## src/sv/rtdps_pkg.sv

```systemverilog
// ----------------------------------------------------------------------------
// rtdps_pkg: shared types and codes of the RTD converter poll sequencer
// Per-sensor and global state records, result word layout, bus request codes
// and sensor phase codes.
// ----------------------------------------------------------------------------
package rtdps_pkg;

	localparam int SENSORS_DEF = 2;

	// bus request codes
	localparam logic [2:0] REQ_NONE      = 3'd0;
	localparam logic [2:0] REQ_RD_CFG    = 3'd1;
	localparam logic [2:0] REQ_WR_CFG    = 3'd2;
	localparam logic [2:0] REQ_WR_THR    = 3'd3;
	localparam logic [2:0] REQ_RD_MEAS   = 3'd4;
	localparam logic [2:0] REQ_RD_FAULT  = 3'd5;
	localparam logic [2:0] REQ_CLR_FAULT = 3'd6;

	// sensor phases
	localparam logic [2:0] PH_INIT      = 3'd0;
	localparam logic [2:0] PH_INIT_CONT = 3'd1;
	localparam logic [2:0] PH_INIT_DONE = 3'd2;
	localparam logic [2:0] PH_EOC       = 3'd3;
	localparam logic [2:0] PH_EOC_CHK   = 3'd4;
	localparam logic [2:0] PH_ERR_READ  = 3'd5;
	localparam logic [2:0] PH_ERR_CHK   = 3'd6;

	localparam logic [1:0] STEP_FIRST  = 2'd1;
	localparam logic [1:0] STEP_SECOND = 2'd2;

	localparam logic       STATUS_SHORT     = 1'b0;
	localparam logic       STATUS_OPEN      = 1'b1;
	localparam logic [7:0] FAULT_SHORT_MASK = 8'h44;
	localparam int         FAULT_OPEN_BIT   = 7;
	localparam logic [7:0] CLEAR_FAULT_CMD  = 8'hC2;
	localparam logic [2:0] ZERO_CNT_MAX     = 3'd7;
	localparam logic [2:0] ZERO_CNT_REINIT  = 3'd5;

	// register indexes on the configuration port
	localparam logic [1:0] REG_SENSOR_EN  = 2'd0;
	localparam logic [1:0] REG_CONFIG     = 2'd1;
	localparam logic [1:0] REG_HIGH_THR   = 2'd2;
	localparam logic [1:0] REG_LOW_THR    = 2'd3;

	localparam logic [7:0]  CONFIG_RST   = 8'd192;
	localparam logic [15:0] HIGH_THR_RST = 16'd22692;
	localparam logic [15:0] LOW_THR_RST  = 16'd2458;

	typedef struct packed {
		logic [2:0]  phase;
		logic [1:0]  step;
		logic        done;
		logic [23:0] meas;   // config byte, measurement high, measurement low
	} sens_t;

	typedef struct packed {
		logic [7:0] fault;
		logic [2:0] last_req;
		logic [2:0] zero_cnt;
		logic       reinit;
	} glob_t;

	typedef struct packed {
		logic        reinit_request;
		logic        status_code;
		logic        status_sensor;
		logic        status_valid;
		logic [14:0] sample_value;
		logic        sample_sensor;
		logic        sample_valid;
		logic [31:0] tx_payload;
		logic        request_sensor;
		logic [2:0]  bus_request;
	} result_t;

	localparam int RESULT_W = $bits(result_t);
	localparam int TDATA_W  = ((RESULT_W + 7) / 8) * 8;

endpackage

```

## src/sv/rtdps_step.sv

```systemverilog
// ----------------------------------------------------------------------------
// rtdps_step: next-state and result logic for one event
// Takes the current sensor's record and the global record, applies a poll
// tick or a transfer-done event and forms the result word.
// ----------------------------------------------------------------------------
module rtdps_step (
	input  logic                command,
	input  logic [7:0]          rx_byte1,
	input  logic [7:0]          rx_byte2,
	input  logic [7:0]          rx_byte3,
	input  logic                cur,
	input  logic                second_en,
	input  logic [7:0]          config_byte,
	input  logic [15:0]         high_threshold,
	input  logic [15:0]         low_threshold,
	input  rtdps_pkg::sens_t    sens_in,
	input  rtdps_pkg::glob_t    glob_in,
	output rtdps_pkg::sens_t    sens_out,
	output rtdps_pkg::glob_t    glob_out,
	output logic                cur_out,
	output rtdps_pkg::result_t  res
);
	import rtdps_pkg::*;

	logic        nxt;
	logic [1:0]  step_inc;
	logic [2:0]  req;
	logic [31:0] payload;
	logic [14:0] val;
	logic [2:0]  zc_inc;

	assign nxt      = (cur == 1'b0) && second_en;
	assign step_inc = sens_in.step + 2'd1;
	assign val      = sens_in.meas[15:1];
	assign zc_inc   = glob_in.zero_cnt + 3'd1;

	always_comb begin
		sens_out = sens_in;
		glob_out = glob_in;
		cur_out  = cur;
		res      = '0;
		req      = REQ_NONE;
		payload  = '0;
		if (command) begin
			case (glob_in.last_req)
				REQ_RD_CFG: sens_out.meas[23:16] = rx_byte1;
				REQ_RD_MEAS: sens_out.meas = {rx_byte1, rx_byte2, rx_byte3};
				REQ_RD_FAULT, REQ_CLR_FAULT: glob_out.fault = rx_byte1;
				default: ;
			endcase
			sens_out.done     = 1'b1;
			glob_out.last_req = REQ_NONE;
		end else if (sens_in.done || sens_in.phase > PH_ERR_CHK) begin
			case (sens_in.phase)
				PH_INIT: begin
					sens_out.done  = 1'b0;
					sens_out.phase = PH_INIT_CONT;
					req            = REQ_RD_CFG;
				end
				PH_INIT_CONT: begin
					sens_out.done  = 1'b0;
					sens_out.phase = PH_INIT_DONE;
					sens_out.step  = step_inc;
					if (step_inc == STEP_FIRST) begin
						req     = REQ_WR_CFG;
						payload = {24'd0, config_byte};
					end else if (step_inc == STEP_SECOND) begin
						req     = REQ_WR_THR;
						payload = {high_threshold, low_threshold};
					end
				end
				PH_INIT_DONE: begin
					sens_out.phase = (sens_in.step == STEP_SECOND) ? PH_EOC : PH_INIT;
					cur_out        = nxt;
				end
				PH_EOC: begin
					sens_out.done  = 1'b0;
					sens_out.phase = PH_EOC_CHK;
					req            = REQ_RD_MEAS;
				end
				PH_EOC_CHK: begin
					sens_out.phase    = PH_EOC;
					res.sample_valid  = 1'b1;
					res.sample_sensor = cur;
					res.sample_value  = val;
					if (val == '0) begin
						if (sens_in.meas[23:16] == 8'd0) begin
							if (glob_in.zero_cnt < ZERO_CNT_MAX) begin
								glob_out.zero_cnt = zc_inc;
								if (zc_inc == ZERO_CNT_REINIT)
									glob_out.reinit = 1'b1;
							end
						end else begin
							glob_out.zero_cnt = '0;
						end
					end
					// fault flag rides in bit 0 of the low byte
					if (sens_in.meas[0]) begin
						sens_out.phase = PH_ERR_READ;
						sens_out.step  = '0;
					end else begin
						cur_out = nxt;
					end
				end
				PH_ERR_READ: begin
					sens_out.done  = 1'b0;
					sens_out.phase = PH_ERR_CHK;
					sens_out.step  = step_inc;
					if (step_inc == STEP_FIRST) begin
						req = REQ_RD_FAULT;
					end else if (step_inc == STEP_SECOND) begin
						req     = REQ_CLR_FAULT;
						payload = {24'd0, CLEAR_FAULT_CMD};
					end
				end
				PH_ERR_CHK: begin
					sens_out.phase = PH_ERR_READ;
					if (sens_in.step == STEP_FIRST) begin
						if ((glob_in.fault & FAULT_SHORT_MASK) != 8'd0) begin
							res.status_valid  = 1'b1;
							res.status_sensor = cur;
							res.status_code   = STATUS_SHORT;
						end else if (glob_in.fault[FAULT_OPEN_BIT]) begin
							res.status_valid  = 1'b1;
							res.status_sensor = cur;
							res.status_code   = STATUS_OPEN;
						end
					end else if (sens_in.step == STEP_SECOND) begin
						sens_out.phase = PH_EOC;
						cur_out        = nxt;
					end
				end
				default: sens_out.phase = PH_INIT;
			endcase
			if (req != REQ_NONE) begin
				glob_out.last_req  = req;
				res.bus_request    = req;
				res.request_sensor = cur;
				res.tx_payload     = payload;
			end
		end
		res.reinit_request = glob_out.reinit;
	end

endmodule

```

## src/sv/rtd_converter_poll_sequencer.sv

```systemverilog
// ----------------------------------------------------------------------------
// rtd_converter_poll_sequencer: poll sequencer for one or two RTD converters
// Input: s_tuser = command (0 poll tick, 1 transfer done), s_tdata = received
// bytes. Output: one result word per event (bus request, sample, fault status).
// Config: APB registers sensor enable, config byte, high and low thresholds.
// ----------------------------------------------------------------------------
// Each accepted event yields exactly one result transfer. The event is held in
// an input register, where the step logic updates the state of the current
// sensor and forms the result, which lands in the output register. Throughput
// is one event per cycle unless the receiver stalls; then the output register
// holds its word and the input register holds the next event. s_tready drops
// once both are full and rises in the same cycle that m_tready takes the
// waiting result.
// Reset puts every sensor in the init phase with transfer done set, selects
// sensor zero, clears the zero counter and reinit flag, loads register reset
// values. Users write registers only while the block is idle (unchecked).
// ----------------------------------------------------------------------------
module rtd_converter_poll_sequencer #(
	parameter int SENSORS = rtdps_pkg::SENSORS_DEF
) (
	input  logic                          clk,
	input  logic                          arst_n,
	input  logic                          s_tvalid,
	output logic                          s_tready,
	input  logic [23:0]                   s_tdata,  // rx_byte1, rx_byte2, rx_byte3
	input  logic                          s_tuser,  // command
	output logic                          m_tvalid,
	input  logic                          m_tready,
	// bus_request, request_sensor, tx_payload, sample_valid, sample_sensor,
	// sample_value, status_valid, status_sensor, status_code, reinit_request
	output logic [rtdps_pkg::TDATA_W-1:0] m_tdata,
	input  logic                          psel,
	input  logic                          penable,
	input  logic                          pwrite,
	input  logic [3:0]                    paddr,
	input  logic [31:0]                   pwdata,
	output logic [31:0]                   prdata,
	output logic                          pready
);
	import rtdps_pkg::*;

	logic        sensor_en_q;
	logic [7:0]  config_q;
	logic [15:0] high_thr_q;
	logic [15:0] low_thr_q;

	logic [2:0]  phase_q [SENSORS];
	logic [1:0]  step_q  [SENSORS];
	logic        done_q  [SENSORS];
	logic [23:0] meas_q  [SENSORS];
	logic        cur_q;
	glob_t       glob_q;

	logic        valid_s1;
	logic        cmd_s1;
	logic [23:0] data_s1;

	logic        out_valid_q;
	result_t     out_q;

	logic        advance;
	logic        cfg_wr;
	logic        second_en;
	sens_t       sens_cur;
	sens_t       sens_nxt;
	glob_t       glob_nxt;
	logic        cur_nxt;
	result_t     res;

	assign pready    = 1'b1;
	assign cfg_wr    = psel && penable && pwrite && pready;
	assign second_en = (SENSORS > 1) && sensor_en_q;

	always_comb begin
		case (paddr[3:2])
			REG_SENSOR_EN: prdata = {31'd0, sensor_en_q};
			REG_CONFIG:    prdata = {24'd0, config_q};
			REG_HIGH_THR:  prdata = {16'd0, high_thr_q};
			REG_LOW_THR:   prdata = {16'd0, low_thr_q};
			default:       prdata = '0;
		endcase
	end

	always_ff @(posedge clk or negedge arst_n) begin
		if (!arst_n) begin
			sensor_en_q <= 1'b0;
			config_q    <= CONFIG_RST;
			high_thr_q  <= HIGH_THR_RST;
			low_thr_q   <= LOW_THR_RST;
		end else if (cfg_wr) begin
			case (paddr[3:2])
				REG_SENSOR_EN: sensor_en_q <= pwdata[0];
				REG_CONFIG:    config_q    <= pwdata[7:0];
				REG_HIGH_THR:  high_thr_q  <= pwdata[15:0];
				REG_LOW_THR:   low_thr_q   <= pwdata[15:0];
				default: ;
			endcase
		end
	end

	// advance the held event when the output register is free or being taken
	assign advance  = valid_s1 && (!out_valid_q || m_tready);
	assign s_tready = !valid_s1 || advance;

	always_ff @(posedge clk or negedge arst_n) begin
		if (!arst_n) begin
			valid_s1 <= 1'b0;
		end else if (s_tready) begin
			valid_s1 <= s_tvalid;
		end
	end

	always_ff @(posedge clk) begin
		if (s_tvalid && s_tready) begin
			cmd_s1  <= s_tuser;
			data_s1 <= s_tdata;
		end
	end

	assign sens_cur = '{phase: phase_q[cur_q], step: step_q[cur_q],
	                    done: done_q[cur_q], meas: meas_q[cur_q]};

	rtdps_step u_step (
		.command        (cmd_s1),
		.rx_byte1       (data_s1[7:0]),
		.rx_byte2       (data_s1[15:8]),
		.rx_byte3       (data_s1[23:16]),
		.cur            (cur_q),
		.second_en      (second_en),
		.config_byte    (config_q),
		.high_threshold (high_thr_q),
		.low_threshold  (low_thr_q),
		.sens_in        (sens_cur),
		.glob_in        (glob_q),
		.sens_out       (sens_nxt),
		.glob_out       (glob_nxt),
		.cur_out        (cur_nxt),
		.res            (res)
	);

	always_ff @(posedge clk or negedge arst_n) begin
		if (!arst_n) begin
			for (int i = 0; i < SENSORS; i++) begin
				phase_q[i] <= PH_INIT;
				step_q[i]  <= '0;
				done_q[i]  <= 1'b1;
				meas_q[i]  <= '0;
			end
			cur_q  <= 1'b0;
			glob_q <= '{fault: 8'd0, last_req: REQ_NONE, zero_cnt: 3'd0, reinit: 1'b0};
		end else if (advance) begin
			for (int i = 0; i < SENSORS; i++) begin
				if (cur_q == 1'(i)) begin
					phase_q[i] <= sens_nxt.phase;
					step_q[i]  <= sens_nxt.step;
					done_q[i]  <= sens_nxt.done;
					meas_q[i]  <= sens_nxt.meas;
				end
			end
			cur_q  <= cur_nxt;
			glob_q <= glob_nxt;
		end
	end

	always_ff @(posedge clk or negedge arst_n) begin
		if (!arst_n) begin
			out_valid_q <= 1'b0;
		end else if (advance) begin
			out_valid_q <= 1'b1;
		end else if (m_tready) begin
			out_valid_q <= 1'b0;
		end
	end

	always_ff @(posedge clk) begin
		if (advance)
			out_q <= res;
	end

	assign m_tvalid = out_valid_q;
	assign m_tdata  = {{(TDATA_W - RESULT_W){1'b0}}, out_q};

	// a result carries a sample or a fault status, never both
	assert property (@(posedge clk) disable iff (!arst_n)
		out_valid_q |-> !(out_q.sample_valid && out_q.status_valid))
		else $error("sample and status in one result");

	// reinit request stays set until reset
	assert property (@(posedge clk) disable iff (!arst_n)
		glob_q.reinit |=> glob_q.reinit)
		else $error("reinit flag dropped");

	// a stalled event stays in the input register
	assert property (@(posedge clk) disable iff (!arst_n)
		(valid_s1 && !advance) |=> (valid_s1 && $stable(data_s1) && $stable(cmd_s1)))
		else $error("held event lost");

	// a request is only issued on a poll tick
	assert property (@(posedge clk) disable iff (!arst_n)
		(advance && res.bus_request != REQ_NONE) |-> !cmd_s1)
		else $error("request on transfer done");

endmodule
```

## config.mk

```make
export PLATFORM = sky130hd
export DESIGN_NAME = rtd_converter_poll_sequencer
export DESIGN_NICKNAME = d
export VERILOG_FILES = /design/src/sv/rtdps_pkg.sv /design/src/sv/rtdps_step.sv /design/src/sv/rtd_converter_poll_sequencer.sv
export SDC_FILE = /design/constraint.sdc
export NUM_CORES = 1
export LEC_CHECK = 0
export BUFFER_PORTS_ARGS = -buffer_cell sky130_fd_sc_hd__buf_4
export CORE_ASPECT_RATIO = 1.4
export CORE_MARGIN = 1.5
export CORE_UTILIZATION = 25
export CTS_CLUSTER_DIAMETER = 60
export DETAILED_ROUTE_END_ITERATION = 6
export GPL_ROUTABILITY_DRIVEN = 0
export SKIP_LAST_GASP = 1
export SLEW_MARGIN = 20
export SYNTH_ARGS = -nofsm -noshare
export SYNTH_HDL_FRONTEND = slang
export SYNTH_SLANG_ARGS = --single-unit
```

## constraint.sdc

```tcl
create_clock -name clk -period 2.54 [get_ports clk]
set_input_delay 0.254 -clock clk [delete_from_list [all_inputs] [get_ports clk]]
set_output_delay 0.254 -clock clk [all_outputs]
set_load 0.02 [all_outputs]
```

Word-level counts from Yosys, hierarchy flattened
Index checks and enable logic that the tools add are counted.

storage, ports and cells
  register bits after elaboration = 201

operators by class
  add/sub/neg operators = 2
  magnitude comparators = 3
  equality and inequality tests = 22
  mux-type cells = 57
  bitwise operators = 8
  reductions and logical operators = 39

operator list
  cell                number
  $pmux 32 s4         1
  $mux 24             4
  $mux 32             2
  $pmux 32 s2         1
  $mux 3              14
  $mux 8              3
  $eq 3x3->1 const B  7
  $pmux 3 s7          1
  $mux 16             1
  $logic_not 15->1    1
  $mux 1              14
  $mux 2              6
  $mux 4              3
  $pmux 3 s4          1
  $reduce_and 2->1    6
  $mux 5              2
  $eq 2x2->1 const B  4
  $logic_not 8->1     1
  $reduce_bool 8->1   1
  $reduce_or 2->1     4
  $reduce_or 4->1     2
  $mux 7              1
  $not 1->1           7
  $reduce_and 7->1    1
  other kinds (25)    43

Longest topological paths before layout
Gate-level depths: netlist (run 1).

  depth after elaboration = 15
  depth in mapped cells = 13
  depth with buffers taken out = 8

Hierarchy
From an unflattened synthesis (run 1), not the netlist that was laid out.

unflattened totals
  cell total of the unflattened synthesis = 672
  area total of the unflattened synthesis = 9,512.9 µm²

by module, submodules not included
  module                        instances  cells an instance  area each (µm²)  seq. area each (µm²)
  rtd_converter_poll_sequencer  1          442                7,865.0          5,460.2
  rtdps_step                    1          230                1,647.8          0.0

Worst setup path after synthesis (run 1)
Ideal clock, no wire load.

  kind = register -> register
  from = register out_valid_q (netlist: m_tvalid)
  to = register meas_q[16] (netlist name)
  setup time = 0.125 ns
  data arrival time = 2.799 ns
  data required time = 2.415 ns
  path slack = -0.384 ns
  stages on the path, launching flop included = 7
  path buffers = 0
  period minus slack after synthesis = 2.924 ns
  path through = dfrtp_1 > nand2b_1 > nand2_1 > inv_1 > nand2_1 > nor2_2 > mux2_2

on the way
  word-level cells in the longest chain between the ends = 4

ends and longest elaborated chain
  what                            RTL line                             source
  start: declaration              rtd_converter_poll_sequencer.sv:58   logic out_valid_q;
  start signal: assignment        rtd_converter_poll_sequencer.sv:167  out_valid_q <= 1'b0;
  start signal: assignment        rtd_converter_poll_sequencer.sv:169  out_valid_q <= 1'b1;
  start signal: assignment        rtd_converter_poll_sequencer.sv:171  out_valid_q <= 1'b0;
  $logic_not 1->1                 rtd_converter_poll_sequencer.sv:102  assign advance = valid_s1 && (!out_valid_q || m_tready);
  $logic_or 1x1->1                rtd_converter_poll_sequencer.sv:102
  $logic_and 1x1->1               rtd_converter_poll_sequencer.sv:102
  net advance                     rtd_converter_poll_sequencer.sv:61   logic advance;
  $reduce_and 2->1 (no line)      --
  end signal: indexed assignment  rtd_converter_poll_sequencer.sv:157  meas_q[i] <= sens_nxt.meas;
  end: declaration                rtd_converter_poll_sequencer.sv:50   logic [23:0] meas_q [SENSORS];

The timed path passes the listed nets, and every way through them passes these cells.
A chain may end at the register's enable or synchronous reset.

Final worst setup path (run 1)
  from = register cur_q
  to = register glob_q[1] (netlist name)

on the way
  word-level cells in the longest chain between the ends = 7

ends and longest elaborated chain
  what                                                                   RTL line                                                                  source
  start: declaration                                                     rtd_converter_poll_sequencer.sv:51                                        logic cur_q;
  start signal: assignment                                               rtd_converter_poll_sequencer.sv:160                                       cur_q <= cur_nxt;
  $not 1->2 (not written as such) *                                      rtd_converter_poll_sequencer.sv:120, rtd_converter_poll_sequencer.sv:121
  $mux 3 (not written as such) or $mux 24 (tied branches) (3 in series)  rtd_converter_poll_sequencer.sv:120, rtd_converter_poll_sequencer.sv:121
  $gt 3x3->1 or $logic_not 8->1 (tied branches)                          rtdps_step.sv:53, rtdps_step.sv:87
  $logic_or 1x1->1 or $ne 2x2->1 (tied branches)                         --
  $reduce_and 6->1 (no line)                                             --
  end signal: assignment                                                 rtd_converter_poll_sequencer.sv:150                                       glob_q <= '{fault: 8'd0, last_req: REQ_NONE, zero_cnt: 3'd0, reinit: 1'b0};
  end signal: assignment                                                 rtd_converter_poll_sequencer.sv:161                                       glob_q <= glob_nxt;
  end: declaration                                                       rtd_converter_poll_sequencer.sv:52                                        glob_t glob_q;

Mark *: on every way between the ends. The rest lies on a longest branch, timed or not. The select of a mux whose other input is x is not followed.

==> reports/metrics.cfg, run 1 <==
[status]
status=finished, final reports clean

[drt]
vias=5553
drt_iter0_drc=237
drc=0
wl_per_cell_um=15.87
dr.pass1.iters=5
finalWirelength_um=20120
via_per_inst=4.379
antenna_left=0

[finish]
num-fill-cells=3488
final_cells=1268
final_area_mm2=0.01119
fin_util_pct=32.10
area_growth_pct=26.79
antenna_cells=0
drive_gt1_share_pct=39.78
num-nets-final=874

[global_route]
globalRouteMet3Util_pct=2.484
grt.busiest_layer=met2
grtUsageMet1_pct=13.21
first_global_vias=5503
track_usage_pct=11.24
met2_usage_pct=20.13
antenna_found_initial=0
grt_max_degree=71
overflow=0
grt_pass1_wl_um=31220

[logic_synthesis]
synth_mux_area_share_pct=18.36
ys_async_sr_fraction_pct=58.16
synth_compound_area_share_pct=4.792
ys_warn_count=0
syn_area_mm2=0.008826
synthXorXnorAreaFrac_pct=0.1985
synthCells=636
synth_ff_type=dfrtp_1
synth_top_family_by_area=multiplexers
synth_fa_ha_area_share_pct=0.9923
ys_seq_area_share_pct=60.45
synth_top_area_share_pct=27.90
yosys_register_bits=196
synth_top_area_cell=edfxtp_1
synthSimpleGateAreaFrac_pct=10.96
synthTopCellsByArea=edfxtp_1 (28%), dfrtp_1 (28%), mux2_2 (14%)
synth_cell_type_count=67
synth_edf_count=82
avgSynthCellArea_um2=13.88

[placed_design]
place_area_mm2=0.01035
dp_cells=1209
place_hpwl_um=14030
port_buffers=124

[power]
power.share.clock_pct=26.1
p_int_mw=6.820
switching_share_pct=33.43
seq_power_share_pct=43.6
power.switching_mw=3.425
vdd_drop_max_mv=0.3817
leakagePower_nw=4.778
pwr-share-comb_pct=30.3
powerDensity_mw_per_mm2=915.4

[setup_path]
cp.arrival_ns=2.67
crit_type=reg2reg
worstSetupStartpoint=cur_q
cp-start-kind=register
reg2reg_from=cur_q
crit_fanout=25
endpoint_kind=register
worst_ep_required_time_ns=2.87

[floorplan]
initial_core_util_pct=25.32
io_pins=167
coreArea_mm2=0.03486
dieArea_mm2=0.03646
rows=81
dieHeight_um=225.3
die_w_um=161.8

[clocking]
cts_setup_buffers=0
cts_tree=yes
cts_buffer_depth=2
cts_root_buf=clkbuf_16
h-tree-depth=4
clk_pin_slew_worst_paths_ns=0.07
cts_sinks=196
clk_latency_ns=0.44
cts_buffers=17

[job]
maxCapViolCount=0

[sta]
slew_violations=0
finClkSkew_ns=0.01003
finalSetupTns_ns=0
rsz0062_at_grt=no
finalHoldViolCount=0
setup_viol=0
finalCriticalPeriod_ns=2.340
tightest_slew_ns=0.4989
relSlewSlack_pct=66.43
post-route-period-util_pct=92.14
max_freq_ghz=0.4273

[hold_path]
min_from=pwdata[10]
hold_path.class=in2reg

cells by family after synthesis:
group                      count (synthesis)
AOI/OAI and AO/OA                         54
xor gates and xnor gates                   2
adders and majority gates                  7
buffers and inverters                     62
DFF                                      196
muxes                                    146
other                                      2
and+or+nand+nor                          167
layer usage:
| metal | vias to the layer above | wire [um] |
|---|---|---|
| met2 | 185 | 10540 |
| met3 | 24 | 923 |
| met4 | 0 | 303 |
| met1 | 2742 | 8352 |
| met5 | - | 0 |
| li1 | 2602 | - |
timing repair:
item | in CTS | in global routing
gates resized for setup | 0 | 0
endpoints found under the hold margin | 44 | 0
hold buffers | 27 | 0
endpoints found under the setup margin | 0 | 0
metrics by stage:
| stage | hold slack [ns] | setup WS (ns) | power (mW) |
|---|---|---|---|
| final | 0.06059 | 0.1996 | 10.24 |
| after global routing | 0.03391 | 0.1059 | 10.83 |
| after CTS | 0.03407 | 0.2129 | 10.37 |
| after detailed placement | 0.2000 | 0.2249 | 7.615 |
| after global placement | 0.1982 | 0.2902 | 7.557 |
| after floorplan | -0.04159 | 0.03397 | 6.711 |
Yosys cell counts, drive strengths merged (9+ instances only):
| cell | number |
|---|---|
| mux2 | 108 |
| dfrtp | 98 |
| edfxtp | 82 |
| buf | 42 |
| nor2 | 42 |
| mux2i | 37 |
| and2 | 31 |
| nand2 | 19 |
| dfstp | 16 |
| nand3 | 14 |
| nor4 | 14 |
| nor2b | 11 |
| a22o | 10 |
| inv | 10 |
| clkbuf | 9 |
| o21ai | 9 |
placed cells by master, fill, tap and decap left out, drive strengths merged, types with 10 or more instances in the layout:
cell type and n:
clkbuf 21, dfstp 16, conb 24, buf 146, nor4 14, nand2 19
inv 14, nand3 14, nor2b 11, dlygate4sd3 27, dfrtp 98, a22o 10
and2 31, nor2 42, mux2i 37, edfxtp 82, mux2 108
critical path, cell delays in order, from the launching register on:
cell       delay, ns
dfrtp_2         0.47
buf_12          0.20
buf_4           0.34
nor4b_1         0.36
nand2_1         0.13
a21oi_1         0.17
o2111ai_1       0.21
mux2_2          0.34
final cells by class:
cell class	count	area, um^2	area share, %
tap	456	570.5	5.098
clock buffer	21	450.4	4.025
inverter	11	45.04	0.4025
clock inverter	11	120.1	1.073
sequential	196	5336	47.69
multi-input combinational	400	3264	29.17
timing repair buffer	173	1404	12.54
sequential cells by signal (all words and copies together) (netlist names), 2 cells and up:
| name | count |
|---|---|
| low_thr_q | 16 |
| data_s1 | 24 |
| step_q | 4 |
| meas_q | 48 |
| m_tdata | 57 |
| done_q | 2 |
| glob_q | 10 |
| phase_q | 6 |
| high_thr_q | 16 |
| config_q | 8 |
power groups by stage:
stage / clock network (mW) / logic, mW / registers [mW]
6_report: 2.68 / 3.10 / 4.46
5_1_grt: 2.90 / 3.38 / 4.55
4_1_cts: 2.77 / 3.13 / 4.47
3_5_place_dp: 0 / 3.08 / 4.53
3_3_place_gp: 0 / 3.04 / 4.51
2_1_floorplan: 0 / 2.27 / 4.44
path summary, 6_finish.rpt:
path,end,slack [ns],cells after the start
min,low_thr_q[10],0.06,2
min reg2reg,glob_q[0],0.46,1
max reg2reg,glob_q[1],0.20,7
max in group asynchronous,done_q[0],1.50,3
max,glob_q[1],0.20,7
min in group asynchronous,low_thr_q[14],0.29,2
(Power assumes the default switching activity.)
==> inputs of run 2 (changes only) <==
- ABC_CLOCK_PERIOD_IN_PS: not set -> 2540
- SYNTH_HIERARCHICAL: not set -> 1
==> reports/metrics.cfg, run 2 <==
[status]
status=finished, final reports clean

[setup_path]
critPathMaxStageDelay_ns=0.46
slowest_stage=dfrtp_2
worstPathCellList=mux2_4 > buf_4 > ha_1 > o21ba_2 > o311ai_4 > buf_12 > nor3_4 > buf_4 > and2_1
cp_common_cell=buf_4
endpoint_kind=register
crit_type=reg2reg
crit_fanout=6
worst_ep_required_time_ns=2.75
cp.arrival_ns=2.68
cp-start-kind=register

[global_route]
first_global_vias=5953
grt_pass1_wl_um=33670
antenna_found_initial=0
overflow=0
track_usage_pct=11.55
grt_max_degree=55

[placed_design]
dp_cells=1259
place_hpwl_um=14210
port_buffers=124
place_area_mm2=0.01096

[drt]
dr.pass1.iters=4
wl_per_cell_um=16.15
via_per_inst=4.354
drc=0
vias=5760
finalWirelength_um=21360
drt_iter0_drc=307
antenna_left=0

[sta]
post-route-period-util_pct=97.13
relSlewSlack_pct=63.03
finalCriticalPeriod_ns=2.467
rsz0062_at_grt=yes
tightest_slew_ns=0.5546
max_freq_ghz=0.4053
slew_violations=0
setup_viol=0
hold_ws_ns=0.04019
finalHoldViolCount=0
finClkSkew_ns=0.01449

[finish]
final_cells=1323
num-fill-cells=3620
largest_reg_flops=57
fin_util_pct=32.66
area_growth_pct=29.10
drive_gt1_share_pct=49.53
seqCellArea_mm2=0.005336
num-nets-final=918
final_cell_mix=buf_4 (167), mux2_2 (166), dfrtp_1 (97)
multiInputGateArea_mm2=0.003650
final_area_mm2=0.01197
antenna_cells=0
final_common_cell=buf_4

[floorplan]
die_w_um=165.8
rows=83
initial_core_util_pct=25.30
dieArea_mm2=0.03828
coreArea_mm2=0.03666
io_pins=167
dieHeight_um=230.9

[power]
power.share.clock_pct=24.8
seq_power_share_pct=37.4
vdd_drop_max_mv=0.5023
power.switching_mw=3.817
p_int_mw=7.848
leakagePower_nw=5.269
switching_share_pct=32.72
powerDensity_mw_per_mm2=974.2
pwr-share-comb_pct=37.8

[clocking]
clk_pin_slew_worst_paths_ns=0.08
clk_latency_ns=0.46
h-tree-depth=4
cts_root_buf=clkbuf_16
cts_buffers=17
cts_tree=yes
cts_buffer_depth=2
cts_sinks=196

[logic_synthesis]
syn_area_mm2=0.009275
synthCells=657
avgSynthCellArea_um2=14.12
ys_warn_count=6

[job]
maxCapViolCount=0

[hold_path]
hold_path.class=in2reg

==> run 2: power by group through the flow <==
stage / clock network, mW / registers (mW) / logic [mW]
2_1_floorplan: 0 / 4.41 / 2.74
3_3_place_gp: 0 / 4.40 / 4.17
3_5_place_dp: 0 / 4.43 / 4.23
4_1_cts: 2.99 / 4.37 / 4.41
5_1_grt: 3.11 / 4.45 / 4.81
6_report: 2.89 / 4.36 / 4.42
==> run 2: path summary, 6_finish.rpt <==
kind	from	cells after the start	slack, ns	endpoint
setup / recovery	cur_q	9	0.07	m_tdata[34]
hold / removal	pwdata[14]	2	0.04	high_thr_q[14]
setup reg to reg	cur_q	9	0.07	m_tdata[34]
hold reg to reg	meas_q[25]	1	0.49	meas_q[25]
max in group asynchronous	arst_n	3	1.42	done_q[1]
min in group asynchronous	arst_n	2	0.33	low_thr_q[5]
==> run 2: per-layer routing <==
metal	part of all wire, %	global-route usage [%]
met2	51	20.17
met4	1.6	4.448
met5	0	0
met1	43	13.52
met3	4.2	2.966
==> run 2: timing repair <==
| item | in CTS | in global routing |
|---|---|---|
| resized for setup | 4 | 5 |
| hold buffers | 27 | 0 |
| setup buffers | 2 | 2 |
| cloned | 1 | 0 |
| hold endpoints to repair | 51 | 0 |
| pin swaps | 2 | 2 |
| setup endpoints to repair | 32 | 29 |
==> run 2: layout make-up <==
type / instances / share of cell area (%)
clock buffers: 17 / 3.553
clock inverters: 15 / 1.755
inverters: 14 / 0.4389
multi-input cells: 410 / 30.48
flip-flops and latches: 196 / 44.57
well taps: 467 / 4.880
repair buffers: 204 / 14.33
==> run 2: stage by stage <==
| step | setup TNS (ns) | total power, mW | setup WS, ns |
|---|---|---|---|
| CTS | 0 | 11.77 | 0.03068 |
| floorplan | 0 | 7.152 | 0.04878 |
| detailed placement | -4.061 | 8.656 | -0.1634 |
| finish | 0 | 11.67 | 0.07299 |
| global route | -0.01380 | 12.37 | -0.01380 |
| global placement | -2.258 | 8.575 | -0.09254 |
==> run 2: worst max-delay path: cells and delay by family (launching register included) <==
family | cells | cell delay (ns)
muxes | 1 | 0.34
AOI/OAI and AO/OA | 2 | 0.55
adders and majority gates | 1 | 0.20
and+or+nand+nor | 2 | 0.20
DFF | 1 | 0.46
buffers and inverters | 3 | 0.47
==> inputs of run 3 (changes only) <==
- ABC_CLOCK_PERIOD_IN_PS: 2540 -> 3200
- RECOVER_POWER: not set -> 100
- clock period: 2.54 -> 3.2 ns (I/O delays scaled with it)
==> reports/metrics.cfg, run 3 (synthesized netlist as in run 2, its figures left out) <==
[drt]
vias=5470
finalWirelength_um=20270
via_per_inst=4.334
dr.pass1.iters=4
antenna_left=0
drc=0
drt_iter0_drc=333
wl_per_cell_um=16.06

[floorplan]
die_w_um=165.8
rows=83
coreArea_mm2=0.03666
io_pins=167
initial_core_util_pct=25.30
dieArea_mm2=0.03828
dieHeight_um=230.9

[power]
vdd_drop_max_mv=0.2957
leakagePower_nw=4.569
p_total_mw=8.389
powerDensity_mw_per_mm2=771.1

[sta]
relSlewSlack_pct=-4.712
setup_viol=0
post-route-period-util_pct=92.89
max_freq_ghz=0.3364
slew_violations=82
rsz0062_at_grt=no
finClkSkew_ns=0.01302
finalSetupTns_ns=0
finalHoldViolCount=0
tightest_slew_ns=1.571
setup_ws_ns=0.2274
hold_ws_ns=0.07476
finalCriticalPeriod_ns=2.973

[setup_path]
endpoint_kind=register
crit_fanout=24
crit_type=reg2reg
worstSetupStartpoint=cur_q
slowest_stage=nor3_4
cp.arrival_ns=3.27
reg2reg_from=cur_q
cp-start-kind=register
worstPathCellList=buf_12 > mux2_1 > inv_1 > ha_1 > o21ba_1 > o311ai_2 > nor3_4 > and2_0
worst_ep_required_time_ns=3.50
critPathMaxStageDelay_ns=0.73

[global_route]
grt_max_degree=61
first_global_vias=5641
track_usage_pct=10.73
grt_pass1_wl_um=31960
overflow=0
antenna_found_initial=0

[finish]
area_growth_pct=17.29
num-fill-cells=3744
final_cell_mix=mux2_2 (156), dfrtp_1 (98), clkbuf_1 (83)
num-nets-final=857
drive_gt1_share_pct=34.59
final_area_mm2=0.01088
final_common_cell=mux2_2
antenna_cells=0
fin_util_pct=29.68
final_cells=1262
largest_reg_flops=57

[hold_path]
min_from=s_tdata[15]
hold_path.class=in2reg

[clocking]
cts_buffers=17
h-tree-depth=4
clk_pin_slew_worst_paths_ns=0.07
cts_root_buf=clkbuf_16
cts_sinks=196
clk_latency_ns=0.44
cts_setup_buffers=0
cts_tree=yes
cts_buffer_depth=2

[placed_design]
place_hpwl_um=13830
place_worst_setup_slack_ns=0.2387
place_area_mm2=0.01065
port_buffers=124
dp_cells=1229

[job]
maxCapViolCount=2

[status]
status=finished with violations
violations=max-capacitance violations, max-slew violations

## run 3: changes by cell type in the layout (fill, tap and decap cells not counted), moves of 8 or more
cell,change
and2_1,-10
mux2_4,-9
and2_0,+11
buf_4,-137
dlygate4sd3_1,-26
mux2_2,-10
clkbuf_4,+26
clkbuf_1,+83
mux2_1,+19
buf_12,-8
## run 3: path summary, 6_finish.rpt
| check | endpoint | slack [ns] | cells after the start |
|---|---|---|---|
| worst max-delay path | m_tdata[15] | 0.23 | 8 |
| worst min-delay path | data_s1[15] | 0.07 | 1 |
| worst min register to register | meas_q[24] | 0.48 | 1 |
| worst max register to register | m_tdata[15] | 0.23 | 8 |
| max in group asynchronous | step_q[1] | 0.74 | 3 |
| min in group asynchronous | high_thr_q[3] | 0.79 | 2 |
## run 3: final cells by class
cell class,instances,area [um^2],share of cell area (%)
Multi-Input combinational cell,409,3535,32.49
Timing Repair Buffer,144,778.2,7.154
Inverter,14,52.55,0.4830
Clock inverter,14,165.2,1.518
Sequential cell,196,5335,49.04
Clock buffer,18,429.2,3.945
Tap cell,467,584.3,5.371
## run 3: power breakdown
part	leakage [nW]	switching, mW	internal (mW)
registers	2.26	0.268	3.18
clock network	0.287	1.03	1.11
logic	2.02	1.50	1.30
total	4.57	2.80	5.59
## run 3: repair_timing
item	in CTS	in global routing
resized for setup	0	0
hold buffers	1	0
hold endpoints to repair	14	0
## run 3: metal layers
layer,wire [um],global-route usage [%],up-vias
met4,245,3.378,0
met1,9097,13.66,2732
met3,782,2.297,13
met5,0,0,-
li1,-,-,2585
met2,10150,18.11,140
## run 3: worst max-delay path, delay by kind of cell, from the launching register on
kind	cells	cell delay (ns)
simple gates	2	0.96
flops	1	0.44
mux	1	0.41
buf+inv	2	0.35
compound gates	2	0.35
fa+ha+maj	1	0.33
